**src/design/tmbm_pkg.sv**
```systemverilog
// ----------------------------------------------------------------------------
// tmbm_pkg
// shared widths, constants and item types of the trimmed-mean battery monitor
// ----------------------------------------------------------------------------
package tmbm_pkg;

    // samples per window
    localparam int WINDOW   = 34;
    localparam int CNT_W    = $clog2(WINDOW);

    localparam int SAMPLE_W = 10;
    localparam int STOP_W   = 8;
    localparam int RST_W    = 10;
    localparam int SUM_W    = 16;
    localparam int MV_W     = 15;
    localparam int LEVEL_W  = 2;
    localparam int IDX_W    = 2;
    localparam int MV_SHIFT = 15;
    localparam int PROD_W   = SUM_W + MV_W;

    // millivolt scaling: 800 + trimmed * 20030 >> 15
    localparam logic [MV_W-1:0]   MV_OFFSET    = 15'd800;
    localparam logic [MV_W-1:0]   MV_SCALE     = 15'd20030;
    localparam logic [MV_W-1:0]   MV_MAX       = 15'd32767;
    localparam logic [MV_W-1:0]   MOVE_MV      = 15'd100;
    localparam logic [STOP_W-1:0] STORE_STOP   = 8'd3;
    localparam logic [STOP_W-1:0] CHARGE_STOP  = 8'd5;
    localparam logic [RST_W-1:0]  CHARGE_RESET = 10'd250;

    // threshold reset values
    localparam logic [MV_W-1:0] LOW_MV_RST    = 15'd10500;
    localparam logic [MV_W-1:0] MID_MV_RST    = 15'd11100;
    localparam logic [MV_W-1:0] FULL_MV_RST   = 15'd12000;
    localparam logic [MV_W-1:0] LOWEST_MV_RST = 15'd10000;

    typedef enum logic [IDX_W-1:0] {
        REG_LOW_MV,
        REG_MID_MV,
        REG_FULL_MV,
        REG_LOWEST_MV
    } cfg_idx_t;

    typedef enum logic [LEVEL_W-1:0] {
        LEVEL_EMPTY,
        LEVEL_LOW,
        LEVEL_MID,
        LEVEL_FULL
    } level_t;

    typedef struct packed {
        logic [MV_W-1:0] low_mv;
        logic [MV_W-1:0] mid_mv;
        logic [MV_W-1:0] full_mv;
        logic [MV_W-1:0] lowest_mv;
    } thresh_t;

    // window-end item from the accumulator
    typedef struct packed {
        logic [SUM_W-1:0] trimmed;
        logic             store_en;
        logic             charge_gate;
    } window_t;

    // scaled voltage item towards the grading stage
    typedef struct packed {
        logic [MV_W-1:0] mv;
        logic            store_en;
        logic            charge_gate;
    } scaled_t;

endpackage

```
**src/design/trimmed_mean_battery_monitor.sv**
```systemverilog
// ----------------------------------------------------------------------------
// trimmed_mean_battery_monitor
// olympic-filtered battery voltage with band level, move and charge flags
// ----------------------------------------------------------------------------
// throughput: one item per cycle unless m_ready back-pressure stalls the pipeline; one result per WINDOW items (34)
// path of a window's last item to its result, register by register:
//   input register, accumulator, multiply, offset/saturate, grading register
// reset (aresetn, synchronous, active low): window empty, stored and reported
//   voltage 0, level 0, thresholds to their defaults, pipeline empty
// ----------------------------------------------------------------------------
module trimmed_mean_battery_monitor
    import tmbm_pkg::*;
(
    input  logic                aclk,
    input  logic                aresetn,

    // configuration write port
    input  logic                cfg_wr_en,
    input  logic [IDX_W-1:0]    cfg_addr,
    input  logic [MV_W-1:0]     cfg_wr_data,

    // sample items in
    input  logic                s_valid,
    output logic                s_ready,
    input  logic [SAMPLE_W-1:0] s_sample,
    input  logic                s_source_off,
    input  logic [STOP_W-1:0]   s_stop_time,
    input  logic [RST_W-1:0]    s_reset_time,

    // result items out
    output logic                m_valid,
    input  logic                m_ready,
    output logic [MV_W-1:0]     m_voltage_mv,
    output logic [LEVEL_W-1:0]  m_level,
    output logic                m_level_changed,
    output logic                m_voltage_moved,
    output logic                m_charge_request
);

    // threshold registers
    thresh_t             thresh_reg;

    // input register stage
    logic                in_valid_reg;
    logic [SAMPLE_W-1:0] sample_reg;
    logic                source_off_reg;
    logic [STOP_W-1:0]   stop_time_reg;
    logic [RST_W-1:0]    reset_time_reg;
    logic                acc_ready;

    // between the stages
    logic                win_valid;
    window_t             win;
    logic                win_ready;
    logic                scaled_valid;
    scaled_t             scaled;
    logic                scaled_ready;

    // configuration writes, decoded by register index
    always_ff @(posedge aclk) begin
        if (!aresetn) begin
            thresh_reg.low_mv    <= LOW_MV_RST;
            thresh_reg.mid_mv    <= MID_MV_RST;
            thresh_reg.full_mv   <= FULL_MV_RST;
            thresh_reg.lowest_mv <= LOWEST_MV_RST;
        end else if (cfg_wr_en) begin
            unique case (cfg_idx_t'(cfg_addr))
                REG_LOW_MV:    thresh_reg.low_mv    <= cfg_wr_data;
                REG_MID_MV:    thresh_reg.mid_mv    <= cfg_wr_data;
                REG_FULL_MV:   thresh_reg.full_mv   <= cfg_wr_data;
                REG_LOWEST_MV: thresh_reg.lowest_mv <= cfg_wr_data;
                default:       thresh_reg           <= thresh_reg;
            endcase
        end
    end

    // input register: free when empty or whenever the accumulator takes its item
    assign s_ready = !in_valid_reg || acc_ready;

    always_ff @(posedge aclk) begin
        if (!aresetn) begin
            in_valid_reg <= 1'b0;
        end else if (s_ready) begin
            in_valid_reg <= s_valid;
        end
    end

    always_ff @(posedge aclk) begin
        if (s_valid && s_ready) begin
            sample_reg     <= s_sample;
            source_off_reg <= s_source_off;
            stop_time_reg  <= s_stop_time;
            reset_time_reg <= s_reset_time;
        end
    end

    // sum, min and max over the window; trimmed sum on the last item
    tmbm_accum u_accum (
        .aclk          (aclk),
        .aresetn       (aresetn),
        .in_valid      (in_valid_reg),
        .in_sample     (sample_reg),
        .in_source_off (source_off_reg),
        .in_stop_time  (stop_time_reg),
        .in_reset_time (reset_time_reg),
        .in_ready      (acc_ready),
        .win_valid     (win_valid),
        .win           (win),
        .win_ready     (win_ready)
    );

    // constant multiply, then offset and saturation to 15 bits
    tmbm_scale u_scale (
        .aclk      (aclk),
        .aresetn   (aresetn),
        .in_valid  (win_valid),
        .in_item   (win),
        .in_ready  (win_ready),
        .out_valid (scaled_valid),
        .out_item  (scaled),
        .out_ready (scaled_ready)
    );

    // stored voltage update, grading and the result register
    tmbm_grade u_grade (
        .aclk               (aclk),
        .aresetn            (aresetn),
        .in_valid           (scaled_valid),
        .in_item            (scaled),
        .in_ready           (scaled_ready),
        .thresh             (thresh_reg),
        .out_valid          (m_valid),
        .out_ready          (m_ready),
        .out_voltage_mv     (m_voltage_mv),
        .out_level          (m_level),
        .out_level_changed  (m_level_changed),
        .out_voltage_moved  (m_voltage_moved),
        .out_charge_request (m_charge_request)
    );

endmodule

```
**src/design/tmbm_accum.sv**
```systemverilog
// ----------------------------------------------------------------------------
// tmbm_accum
// running sum, minimum and maximum over one window; trimmed sum at window end
// ----------------------------------------------------------------------------
module tmbm_accum
    import tmbm_pkg::*;
(
    input  logic                aclk,
    input  logic                aresetn,
    input  logic                in_valid,
    input  logic [SAMPLE_W-1:0] in_sample,
    input  logic                in_source_off,
    input  logic [STOP_W-1:0]   in_stop_time,
    input  logic [RST_W-1:0]    in_reset_time,
    output logic                in_ready,
    output logic                win_valid,
    output window_t             win,
    input  logic                win_ready
);

    logic [SUM_W-1:0]    sum_reg, sum_next;
    logic [SAMPLE_W-1:0] min_reg, min_next;
    logic [SAMPLE_W-1:0] max_reg, max_next;
    logic [CNT_W-1:0]    count_reg;
    logic                win_valid_reg;
    window_t             win_reg, win_next;
    logic                take;
    logic                last;

    assign in_ready = !win_valid_reg || win_ready;
    assign take     = in_valid && in_ready;
    assign last     = (count_reg == CNT_W'(WINDOW - 1));

    always_comb begin
        sum_next = sum_reg + SUM_W'(in_sample);
        min_next = (in_sample < min_reg) ? in_sample : min_reg;
        max_next = (in_sample > max_reg) ? in_sample : max_reg;
        win_next.trimmed     = sum_next - SUM_W'(min_next) - SUM_W'(max_next);
        win_next.store_en    = in_source_off && (in_stop_time >= STORE_STOP);
        win_next.charge_gate = in_source_off && (in_reset_time > CHARGE_RESET)
                               && (in_stop_time >= CHARGE_STOP);
    end

    always_ff @(posedge aclk) begin
        if (!aresetn) begin
            sum_reg       <= '0;
            min_reg       <= '1;
            max_reg       <= '0;
            count_reg     <= '0;
            win_valid_reg <= 1'b0;
        end else begin
            // a new window item wins over the hand-off of the old one
            if (take && last) begin
                win_valid_reg <= 1'b1;
            end else if (win_ready) begin
                win_valid_reg <= 1'b0;
            end
            if (take) begin
                if (last) begin
                    sum_reg   <= '0;
                    min_reg   <= '1;
                    max_reg   <= '0;
                    count_reg <= '0;
                end else begin
                    sum_reg   <= sum_next;
                    min_reg   <= min_next;
                    max_reg   <= max_next;
                    count_reg <= count_reg + CNT_W'(1);
                end
            end
        end
    end

    always_ff @(posedge aclk) begin
        if (take && last) begin
            win_reg <= win_next;
        end
    end

    assign win_valid = win_valid_reg;
    assign win       = win_reg;

endmodule

```
**src/design/tmbm_scale.sv**
```systemverilog
// ----------------------------------------------------------------------------
// tmbm_scale
// trimmed sum to millivolts: constant multiply, then offset and saturation
// ----------------------------------------------------------------------------
module tmbm_scale
    import tmbm_pkg::*;
(
    input  logic    aclk,
    input  logic    aresetn,
    input  logic    in_valid,
    input  window_t in_item,
    output logic    in_ready,
    output logic    out_valid,
    output scaled_t out_item,
    input  logic    out_ready
);

    localparam int HI_W = PROD_W - MV_SHIFT;

    logic [PROD_W-1:0] prod_reg, prod_next;
    logic              prod_store_reg;
    logic              prod_gate_reg;
    logic              prod_valid_reg;
    logic              prod_ready;
    logic [HI_W:0]     mv_wide;
    scaled_t           mv_reg, mv_next;
    logic              mv_valid_reg;

    assign prod_ready = !mv_valid_reg || out_ready;
    assign in_ready   = !prod_valid_reg || prod_ready;
    assign prod_next  = PROD_W'(in_item.trimmed) * PROD_W'(MV_SCALE);

    always_comb begin
        mv_wide = (HI_W + 1)'(prod_reg[PROD_W-1:MV_SHIFT]) + (HI_W + 1)'(MV_OFFSET);
        mv_next.mv          = (mv_wide > (HI_W + 1)'(MV_MAX)) ? MV_MAX : mv_wide[MV_W-1:0];
        mv_next.store_en    = prod_store_reg;
        mv_next.charge_gate = prod_gate_reg;
    end

    always_ff @(posedge aclk) begin
        if (!aresetn) begin
            prod_valid_reg <= 1'b0;
            mv_valid_reg   <= 1'b0;
        end else begin
            if (in_ready) begin
                prod_valid_reg <= in_valid;
            end
            if (prod_ready) begin
                mv_valid_reg <= prod_valid_reg;
            end
        end
    end

    always_ff @(posedge aclk) begin
        if (in_valid && in_ready) begin
            prod_reg       <= prod_next;
            prod_store_reg <= in_item.store_en;
            prod_gate_reg  <= in_item.charge_gate;
        end
        if (prod_valid_reg && prod_ready) begin
            mv_reg <= mv_next;
        end
    end

    assign out_valid = mv_valid_reg;
    assign out_item  = mv_reg;

endmodule

```
**src/design/tmbm_grade.sv**
```systemverilog
// ----------------------------------------------------------------------------
// tmbm_grade
// stored voltage, band level, move and charge flags; result register
// ----------------------------------------------------------------------------
module tmbm_grade
    import tmbm_pkg::*;
(
    input  logic               aclk,
    input  logic               aresetn,
    input  logic               in_valid,
    input  scaled_t            in_item,
    output logic               in_ready,
    input  thresh_t            thresh,
    output logic               out_valid,
    input  logic               out_ready,
    output logic [MV_W-1:0]    out_voltage_mv,
    output logic [LEVEL_W-1:0] out_level,
    output logic               out_level_changed,
    output logic               out_voltage_moved,
    output logic               out_charge_request
);

    logic [MV_W-1:0]    stored_mv_reg;
    logic [MV_W-1:0]    reported_mv_reg;
    level_t             stored_level_reg;
    logic [MV_W-1:0]    mv_eff;
    level_t             level_next;
    logic               moved_next;
    logic               charge_next;
    logic               take;
    logic               out_valid_reg;
    logic [MV_W-1:0]    voltage_reg;
    level_t             level_reg;
    logic               changed_reg;
    logic               moved_reg;
    logic               charge_reg;

    assign in_ready = !out_valid_reg || out_ready;
    assign take     = in_valid && in_ready;

    always_comb begin
        mv_eff      = in_item.store_en ? in_item.mv : stored_mv_reg;
        charge_next = in_item.charge_gate && (mv_eff < thresh.lowest_mv);
        // widened by one bit so the move compare cannot wrap
        moved_next  = ({1'b0, mv_eff} > ({1'b0, reported_mv_reg} + {1'b0, MOVE_MV}))
                   || ({1'b0, reported_mv_reg} > ({1'b0, mv_eff} + {1'b0, MOVE_MV}));
        if (mv_eff < thresh.low_mv) begin
            level_next = LEVEL_EMPTY;
        end else if (mv_eff < thresh.mid_mv) begin
            level_next = LEVEL_LOW;
        end else if (mv_eff < thresh.full_mv) begin
            level_next = LEVEL_MID;
        end else begin
            level_next = LEVEL_FULL;
        end
    end

    always_ff @(posedge aclk) begin
        if (!aresetn) begin
            stored_mv_reg    <= '0;
            reported_mv_reg  <= '0;
            stored_level_reg <= LEVEL_EMPTY;
            out_valid_reg    <= 1'b0;
        end else begin
            if (in_ready) begin
                out_valid_reg <= in_valid;
            end
            if (take) begin
                stored_mv_reg    <= mv_eff;
                stored_level_reg <= level_next;
                if (moved_next) begin
                    reported_mv_reg <= mv_eff;
                end
            end
        end
    end

    always_ff @(posedge aclk) begin
        if (take) begin
            voltage_reg <= mv_eff;
            level_reg   <= level_next;
            changed_reg <= (level_next != stored_level_reg);
            moved_reg   <= moved_next;
            charge_reg  <= charge_next;
        end
    end

    assign out_valid          = out_valid_reg;
    assign out_voltage_mv     = voltage_reg;
    assign out_level          = level_reg;
    assign out_level_changed  = changed_reg;
    assign out_voltage_moved  = moved_reg;
    assign out_charge_request = charge_reg;

endmodule
```
**config.mk**
```make
export PLATFORM = sky130hd
export DESIGN_NAME = trimmed_mean_battery_monitor
export DESIGN_NICKNAME = d
export VERILOG_FILES = /design/src/design/tmbm_pkg.sv /design/src/design/trimmed_mean_battery_monitor.sv /design/src/design/tmbm_accum.sv /design/src/design/tmbm_scale.sv /design/src/design/tmbm_grade.sv
export SDC_FILE = /design/constraint.sdc
export NUM_CORES = 1
export LEC_CHECK = 0
export BUFFER_PORTS_ARGS = -buffer_cell sky130_fd_sc_hd__buf_2
export CORE_MARGIN = 8
export CORE_UTILIZATION = 45
export DETAILED_ROUTE_END_ITERATION = 8
export PLACE_DENSITY = 0.6
export RECOVER_POWER = 100
export SLEW_MARGIN = 20
export SYNTH_ARGS = -nofsm -noshare
export SYNTH_HDL_FRONTEND = slang
export SYNTH_SLANG_ARGS = --single-unit
```
**constraint.sdc**
```tcl
create_clock -name aclk -period 6.8 [get_ports aclk]
set_clock_uncertainty 0.1 [all_clocks]
set_input_delay 0.34 -clock aclk [delete_from_list [all_inputs] [get_ports aclk]]
set_output_delay 0.34 -clock aclk [all_outputs]
set_load 0.01 [all_outputs]
```
# Yosys cells after proc, flatten, opt, wreduce, memory -nomap -nowiden
# Cells that the tools add are included.
# totals
output_inout_bits,22
ff_bits,255
in_bits,51
# classes
order_cmp,12
n_reduce_logical,28
n_mux,12
eq_ne,5
addsub,7
mul,1
# ops
operator,count
$lt 15x15->1,4
$mux 10,4
$add 15x7->16 const B,2
$gt 15x16->1,2
$sub 16x10->16,2
$mul 16x14->30 const B,1
$add 16x10->17 const B,1
$gt 17x15->1 const B,1
$add 16x10->16,1
$mux 16,1
$mux 15,1
$gt 10x10->1,1
$gt 10x8->1 const B,1
$logic_and 1x1->1,10
$lt 10x10->1,1
$reduce_and 2->1,5
$ge 8x2->1 const B,1
$ge 8x3->1 const B,1
$add 6x1->6 const B,1
$eq 6x6->1 const B,1
$logic_or 1x1->1,6
$mux 6,1
$logic_not 1->1,5
$eq 2x2->1 const B,2
6 further kinds,9

# Logic depth before layout (Yosys ltp)
# Gate-level depths: netlist of run 1.
# depth
ltp_word,8
ltp_mapped,22
mapped_depth_nobuf,22

# By module
# From an unflattened synthesis of run 1, not the netlist that was laid out.
# unflattened
cells_unflattened,1836
hier_area_um2,17958.5
# modules_own_cells
mod,seq_area_each_um2,cells_per_inst,instances,area_per_inst_um2
tmbm_scale,1091.0,561,1,5725.5
tmbm_grade,1261.2,519,1,4568.1
tmbm_accum,1401.3,492,1,4366.7
trimmed_mean_battery_monitor,2092.0,264,1,3298.2

# Least setup slack after synthesis of run 1
# Ideal clock, no wire load.
# synth_path
kind,register -> register
from,"reg u_accum.win_reg, in the netlist u_accum.win[10]"
to,reg u_scale.prod_reg[28] (data pin)
n_path_buf,0
setup_time_ns,0.135
t_arrival_ns,5.250
stages_incl_launch_ff,22
t_required_ns,6.565
slack_ns,1.315
path_cell_list,edfxtp_1 -> inv_1 -> fa_1 -> fa_1 -> inv_1 -> ha_1 -> inv_1 -> fa_1 -> inv_1 -> fa_1 -> inv_1 -> fa_1 -> inv_1 -> ha_1 -> a21oi_1 -> o21a_1 -> o211ai_1 -> a31o_2 -> nand4_1 -> a311oi_1 -> or4_1 -> nand3_1
# synth_between
elab_chain_cells,1
# synth_rtl
item,line,rtl
start: declaration,tmbm_accum.sv:26,"window_t win_reg, win_next;"
start signal: assignment,tmbm_accum.sv:76,win_reg <= win_next;
$mul 16x14->30,tmbm_scale.sv:31,assign prod_next = PROD_W'(in_item.trimmed) * PROD_W'(MV_SCALE);
named net u_scale.prod_next[28],tmbm_scale.sv:20,"logic [PROD_W-1:0] prod_reg, prod_next;"
end signal: assignment,tmbm_scale.sv:56,prod_reg <= prod_next;
end: declaration,tmbm_scale.sv:20,
# The timed path passes the listed nets, and every way through them passes these cells.
# A chain may end at the register's enable or synchronous reset.

# Final worst setup path of run 1
# layout_path
from,"reg u_accum.win_reg, in the netlist u_accum.win[7]"
to,reg u_scale.prod_reg[29] (data pin)
# The elaborated chain is that of the path after synthesis.

==> summary.txt, run 1 <==
run status: finished with violations
failing checks: capacitance limit, slew limit
vias in the first global route: 13009
max reg flops: 60
DRC violations left: 0
DRT Pass-1 Iters: 5
top-count cell post-synth: inv_1
Worst Path Max Fanout: 6
largest cells by area after synthesis: edfxtp_1 (17%), ha_1 (17%), dfxtp_1 (16%)
Final Cycle Share: 90.4%
io pins: 73
Worst Path Buf+Inv: 4
max cap viols: 5
Die X: 214 um
post-layout util: 51.1%
Crit path max-delay family: adder cells
Routed Antenna Nets: 0
pwr dens: 200 mW/mm^2
CTS tree: yes
worst skew pair latency: 0.55 ns
GP Congestion: 0.882
Post-Syn Instances: 1834
Synth top area share: 17.4%
Sum Neg Setup Slack: 0 ns
Yosys reg bits: 241
Nets: 2304
reg2reg start: u_accum.win[7]
fill cell count: 3571
Slew Viols, Final: 203
Synth top cells by count: inv_1 (261), ha_1 (234), nand2_1 (196)
switching power of the nets: 1130 uW
clk root buf: clkbuf_16
minimum clock period: 6.15 ns
fin area: 0.0198 mm^2
Worst Path Required: 6.99 ns
Leak: 0.00883 uW
clock power share: 38.3%
sequential fraction of the synthesis area: 33.2%
CTS Sinks: 241
Routed WL per cell: 16.3 um
row count: 72
Via density: 5.19
share of cells above drive strength 1: 6.18%
area leader, netlist: edfxtp_1
via count: 12848
hold path start: m_ready
Worst Tran Pin Value: 3.15 ns
starting density of the core: 45.6%
largest net degree at the start of global routing: 73
hold depth: 4
Pint: 2810 uW
hold worst-path end: u_scale.out_valid
first-pass GRT wire length: 66500 um
die area: 0.0457 mm^2
max_slew headroom: -111%
Max H-tree Level: 1
unrepaired setup endpoints after global routing: false
startpoint types: flop
total wire length: 40400 um
Crit Path Class: flop to flop
Final Hold Viols: 0
Yosys cell types: 75
Reg2Reg Depth: 18
Total Routing Usage GR: 18.0%
reg2reg end: u_scale.prod_reg[29]
asr flop ratio synth: 0%
worst-case clock buffer depth: 3
Setup-failing EPs final: 0
IO Port Bufs: 72
Area Overhead vs Synth: 12.1%
maximum vdd drop: 0.000231 V
post-CTS setup buffers: 0
critical path capture point type: flop
crit path max-delay cell type: fa_1
ANT cells: 0
synth warn: 0
ys flop type: dfxtp_1
Core Area: 0.0386 mm^2
initial antenna violation count: 0
sw frac: 28.6%
Starting DRT DRC Count: 653
Hold Path Class: input pin to flop
Synth Area per Inst: 9.60 um^2
Area after DPL: 0.0185 mm^2
Fmax: 0.163 GHz
total CTS buffers: 28
die height: 214 um
slowest stage delay, CP: 0.61 ns
Reg power frac: 40.9%
reg-to-reg slack, setup: 0.65 ns
Post-synth EDFFs: 102
WP data arrival: 6.34 ns
Comb power frac: 20.8%
grt ovf: 0
Syn Nets: 2203
crit-path cells: fa_1 -> inv_1 -> fa_1 -> inv_1 -> ha_1 -> ha_1 -> inv_1 -> fa_1 -> inv_1 -> fa_1 -> ha_1 -> a22o_1 -> o41ai_1 -> a21boi_0 -> o21ai_0 -> o211ai_1 -> a311oi_1 -> xnor2_1
Clock transition at path regs: 0.06 ns
detailed placer's ending HPWL: 30300 um
mapped cell area: 0.0176 mm^2
[cell families (layout without fill, tap and decap cells)]
group,count (synthesis),count (layout),synth area share (%)
AOI/OAI and AO/OA,366,366,14.6
adders and majority gates,318,318,26.2
DFF,241,241,33.2
buffers and inverters,318,441,6.92
xor gates and xnor gates,72,72,3.58
and+or+nand+nor,474,474,12.8
muxes,45,45,2.69
[per-stage QoR]
| step | power [uW] | setup WS [ns] | hold slack [ns] | std cells |
|---|---|---|---|---|
| after floorplan | 2210 | 1.32 | 0.300 | 1834 |
| after global placement | 2440 | 0.815 | 0.309 | 2378 |
| after detailed placement | 2450 | 0.748 | 0.310 | 2378 |
| after CTS | 4010 | 0.713 | 0.113 | 2475 |
| after global routing | 4140 | 0.274 | 0.128 | 2475 |
| final | 3940 | 0.655 | 0.118 | 2475 |
[cell usage in the layout (no fill, tap or decap), types with 13 or more instances in the layout]
master and n:
xnor2_1 47, buf_2 45, o21ai_0 58, dlygate4sd3_1 45, nor3_1 28, a21oi_1 67, nor2b_1 29, edfxtp_1 102
nor2_1 79, o211ai_1 56, mux2i_1 29, fa_1 84, clkbuf_16 29, a21o_1 38, a21boi_0 46, inv_1 261
nand3_1 40, nand2_1 196, ha_1 234, dfxtp_1 139, o21a_1 16, nand2b_1 13, xor2_1 25, nand4_1 14
clkbuf_1 38
[power by group through the flow]
stage / Sequential, uW / Combinational (uW) / Clock, uW
finish: 1610 / 821 / 1510
global route: 1620 / 925 / 1600
CTS: 1610 / 837 / 1560
detailed placement: 1640 / 810 / 0
global placement: 1640 / 799 / 0
floorplan: 1630 / 577 / 0
[worst max path at each step]
stage	cells after the start	startpoint	slack, ns	to
global placement	18	u_accum.win[7]	0.81	u_scale.prod_reg[29]
floorplan	21	u_accum.win[10]	1.32	u_scale.prod_reg[28]
finish	18	u_accum.win[7]	0.65	u_scale.prod_reg[29]
CTS	18	u_accum.win[7]	0.71	u_scale.prod_reg[29]
global route	15	u_scale.out_item[1]	0.27	u_grade.reported_mv_reg[5]
detailed placement	18	u_accum.win[7]	0.75	u_scale.prod_reg[29]
[tightest hold or removal path, cell delays in order]
cell	delay (ns)
buf_2	0.08
nor2b_1	0.09
a21oi_1	0.16
nor2b_1	0.05
[routing by layer]
| layer | vias to the layer above | wire length, um | global-route usage [%] |
|---|---|---|---|
| li1 | 6526 | - | - |
| met1 | 6081 | 18700 | 23.3 |
| met2 | 184 | 19100 | 31.1 |
| met3 | 57 | 1400 | 2.13 |
| met4 | 0 | 1210 | 5.44 |
| met5 | - | 0 | 0 |
[final cells by class]
class | count | area (um^2) | share of cell area, %
inverter | 261 | 980 | 4.96
tap | 518 | 648 | 3.28
sequential | 241 | 5850 | 29.6
timing repair buffer | 128 | 826 | 4.18
clock buffer | 32 | 737 | 3.73
multi-input combinational | 1275 | 10500 | 53.3
clock inverter | 20 | 183 | 0.925
[timing repair]
| item | CTS | global route |
|---|---|---|
| endpoints found under the setup margin | 0 | 0 |
| hold endpoints to repair | 88 | 0 |
| hold buffers | 45 | 0 |
| resized for setup | 0 | 0 |
No activity file was read; power rests on OpenSTA's default activity.
==> run 2, diff against run 1 <==
Clock period 6.8 ns to 7.8 ns, I/O delays scaled along.
==> run 2 against run 1 <==
Net effect: the run still ends with capacitance limit, slew limit left; sequential share of layout area is 0.052 points lower; via count is 0.13% higher; maximum frequency is 0.16% lower; final area is 0.18% higher; critical path depth stayed put; wire length is 0.49% higher; total power is 11% lower; global-route usage hardly changed; utilization is 0.091 points higher; first-iteration DRC count is 26% higher; register-to-register slack better by 0.99 ns; critical path type unchanged; largest power group is now the clock network; highest routed layer unchanged.
==> summary.txt, run 2 (synthesis gave the netlist of run 1 again) <==
max cap viols: 5
post-layout util: 51.2%
starting density of the core: 45.6%
hold path start: s_valid
Routed Antenna Nets: 0
Area Overhead vs Synth: 12.3%
Worst Path Required: 8.02 ns
failing checks: capacitance limit, slew limit
CTS tree: yes
detailed placer's ending HPWL: 30500 um
initial antenna violation count: 0
critical path capture point type: flop
io pins: 73
Sum Neg Setup Slack: 0 ns
die height: 214 um
pwr dens: 177 mW/mm^2
reg2reg start: u_accum.win[7]
total wire length: 40600 um
via count: 12865
Crit Path Class: flop to flop
Fmax: 0.162 GHz
Total Routing Usage GR: 18.0%
Final Cycle Share: 78.9%
reg-to-reg slack, setup: 1.65 ns
max_slew headroom: -114%
worst skew pair latency: 0.58 ns
count of cells resized by post-cts repair: 0
hold_ws: 0.00303 ns
Starting DRT DRC Count: 826
Worst Tran Pin Value: 3.20 ns
GP Congestion: 0.863
vias in the first global route: 13033
row count: 72
commonest cells after routing, fill and taps aside: inv_1 (261), ha_1 (234), nand2_1 (196)
Leak: 0.00887 uW
post-CTS setup buffers: 0
Nets: 2298
ANT cells: 0
Die X: 214 um
share of cells above drive strength 1: 6.71%
first-pass GRT wire length: 66400 um
maximum vdd drop: 0.000172 V
CTS Sinks: 241
largest net degree at the start of global routing: 73
hold depth: 3
die area: 0.0457 mm^2
minimum clock period: 6.15 ns
hold worst-path end: in_valid_reg
DRT Pass-1 Iters: 7
Via density: 5.21
total CTS buffers: 29
worst-case clock buffer depth: 3
clk root buf: clkbuf_16
run status: finished with violations
Routed WL per cell: 16.4 um
max reg flops: 60
WP data arrival: 6.37 ns
reg2reg end: u_scale.prod_reg[29]
Clock transition at path regs: 0.06 ns
Final Hold Viols: 0
Worst Path Max Fanout: 6
unrepaired setup endpoints after global routing: false
Slew Viols, Final: 203
most common library cell in the layout ignoring fill and taps: inv_1
DRC violations left: 0
Core Area: 0.0386 mm^2
Hold Path Class: input pin to flop
startpoint types: flop
Max H-tree Level: 1
grt ovf: 0
Reg2Reg Depth: 18
IO Port Bufs: 72
Setup-failing EPs final: 0
## run 2: cell count changes in the layout (fill, tap and decap cells not counted), moves of 2 or more
cell | previous run | this run
inv_6 | 0 | 4
clkbuf_1 | 38 | 35
buf_2 | 45 | 48
dlygate4sd3_1 | 45 | 39
clkbuf_8 | 0 | 6
clkinv_1 | 6 | 0
clkinv_4 | 2 | 0
## run 2: how the worst max path moves through the flow
stage | startpoint | to | slack (ns) | cells after the start
5_1_grt | sample_reg[7] | u_accum.win[16] | 1.28 | 15
3_5_place_dp | u_accum.win[7] | u_scale.prod_reg[29] | 1.68 | 18
6_report | u_accum.win[7] | u_scale.prod_reg[29] | 1.65 | 18
3_3_place_gp | u_accum.win[7] | u_scale.prod_reg[29] | 1.84 | 18
4_1_cts | u_accum.win[7] | u_scale.prod_reg[29] | 1.68 | 18
2_1_floorplan | u_accum.win[10] | u_scale.prod_reg[28] | 2.32 | 21
## run 2: metal layers
layer	part of all wire, %	global-route usage [%]
met5	0	0
met4	2.8	5.20
met1	46	23.5
met2	47	31.1
met3	3.4	2.02
## run 2: through the flow
step	instance area (um^2)	cells	worst slack [ns]	total power (uW)
final	19800	2470	1.65	3510
after global routing	19800	2470	1.28	3690
after CTS	19900	2470	1.68	3550
after detailed placement	18500	2377	1.68	2110
after global placement	18500	2377	1.84	2100
after floorplan	17600	1834	2.32	1930
## run 2: cell type report
type / count / area (um^2)
clock inverter: 14 / 155
timing repair buffer: 121 / 769
sequential: 241 / 5850
fill: 3599 / 18900
clock buffer: 40 / 848
tap: 518 / 648
inverter: 261 / 980
multi-input combinational: 1275 / 10500
## run 2: timing repair
item	4_1_cts	5_1_grt
hold endpoints to repair	51	0
endpoints found under the setup margin	0	0
hold buffers	39	0
## run 2: power breakdown
group	total (uW)	internal, uW	leakage, uW	switching (uW)
sequential	1400	1380	0.00207	22.4
clock	1410	834	0.000494	571
combinational	698	291	0.00631	407
total	3510	2510	0.00887	1000
## run 2: worst max-delay path, stage by stage, from the launching register on
cell and delay, ns:
edfxtp_1 0.53, fa_1 0.61, inv_1 0.06, fa_1 0.51, inv_1 0.04, ha_1 0.28, ha_1 0.27, inv_1 0.05
fa_1 0.52, inv_1 0.06, fa_1 0.45, ha_1 0.35, a22o_1 0.21, o41ai_1 0.44, a21boi_0 0.25, o21ai_0 0.46
o211ai_1 0.25, a311oi_1 0.35, xnor2_1 0.11
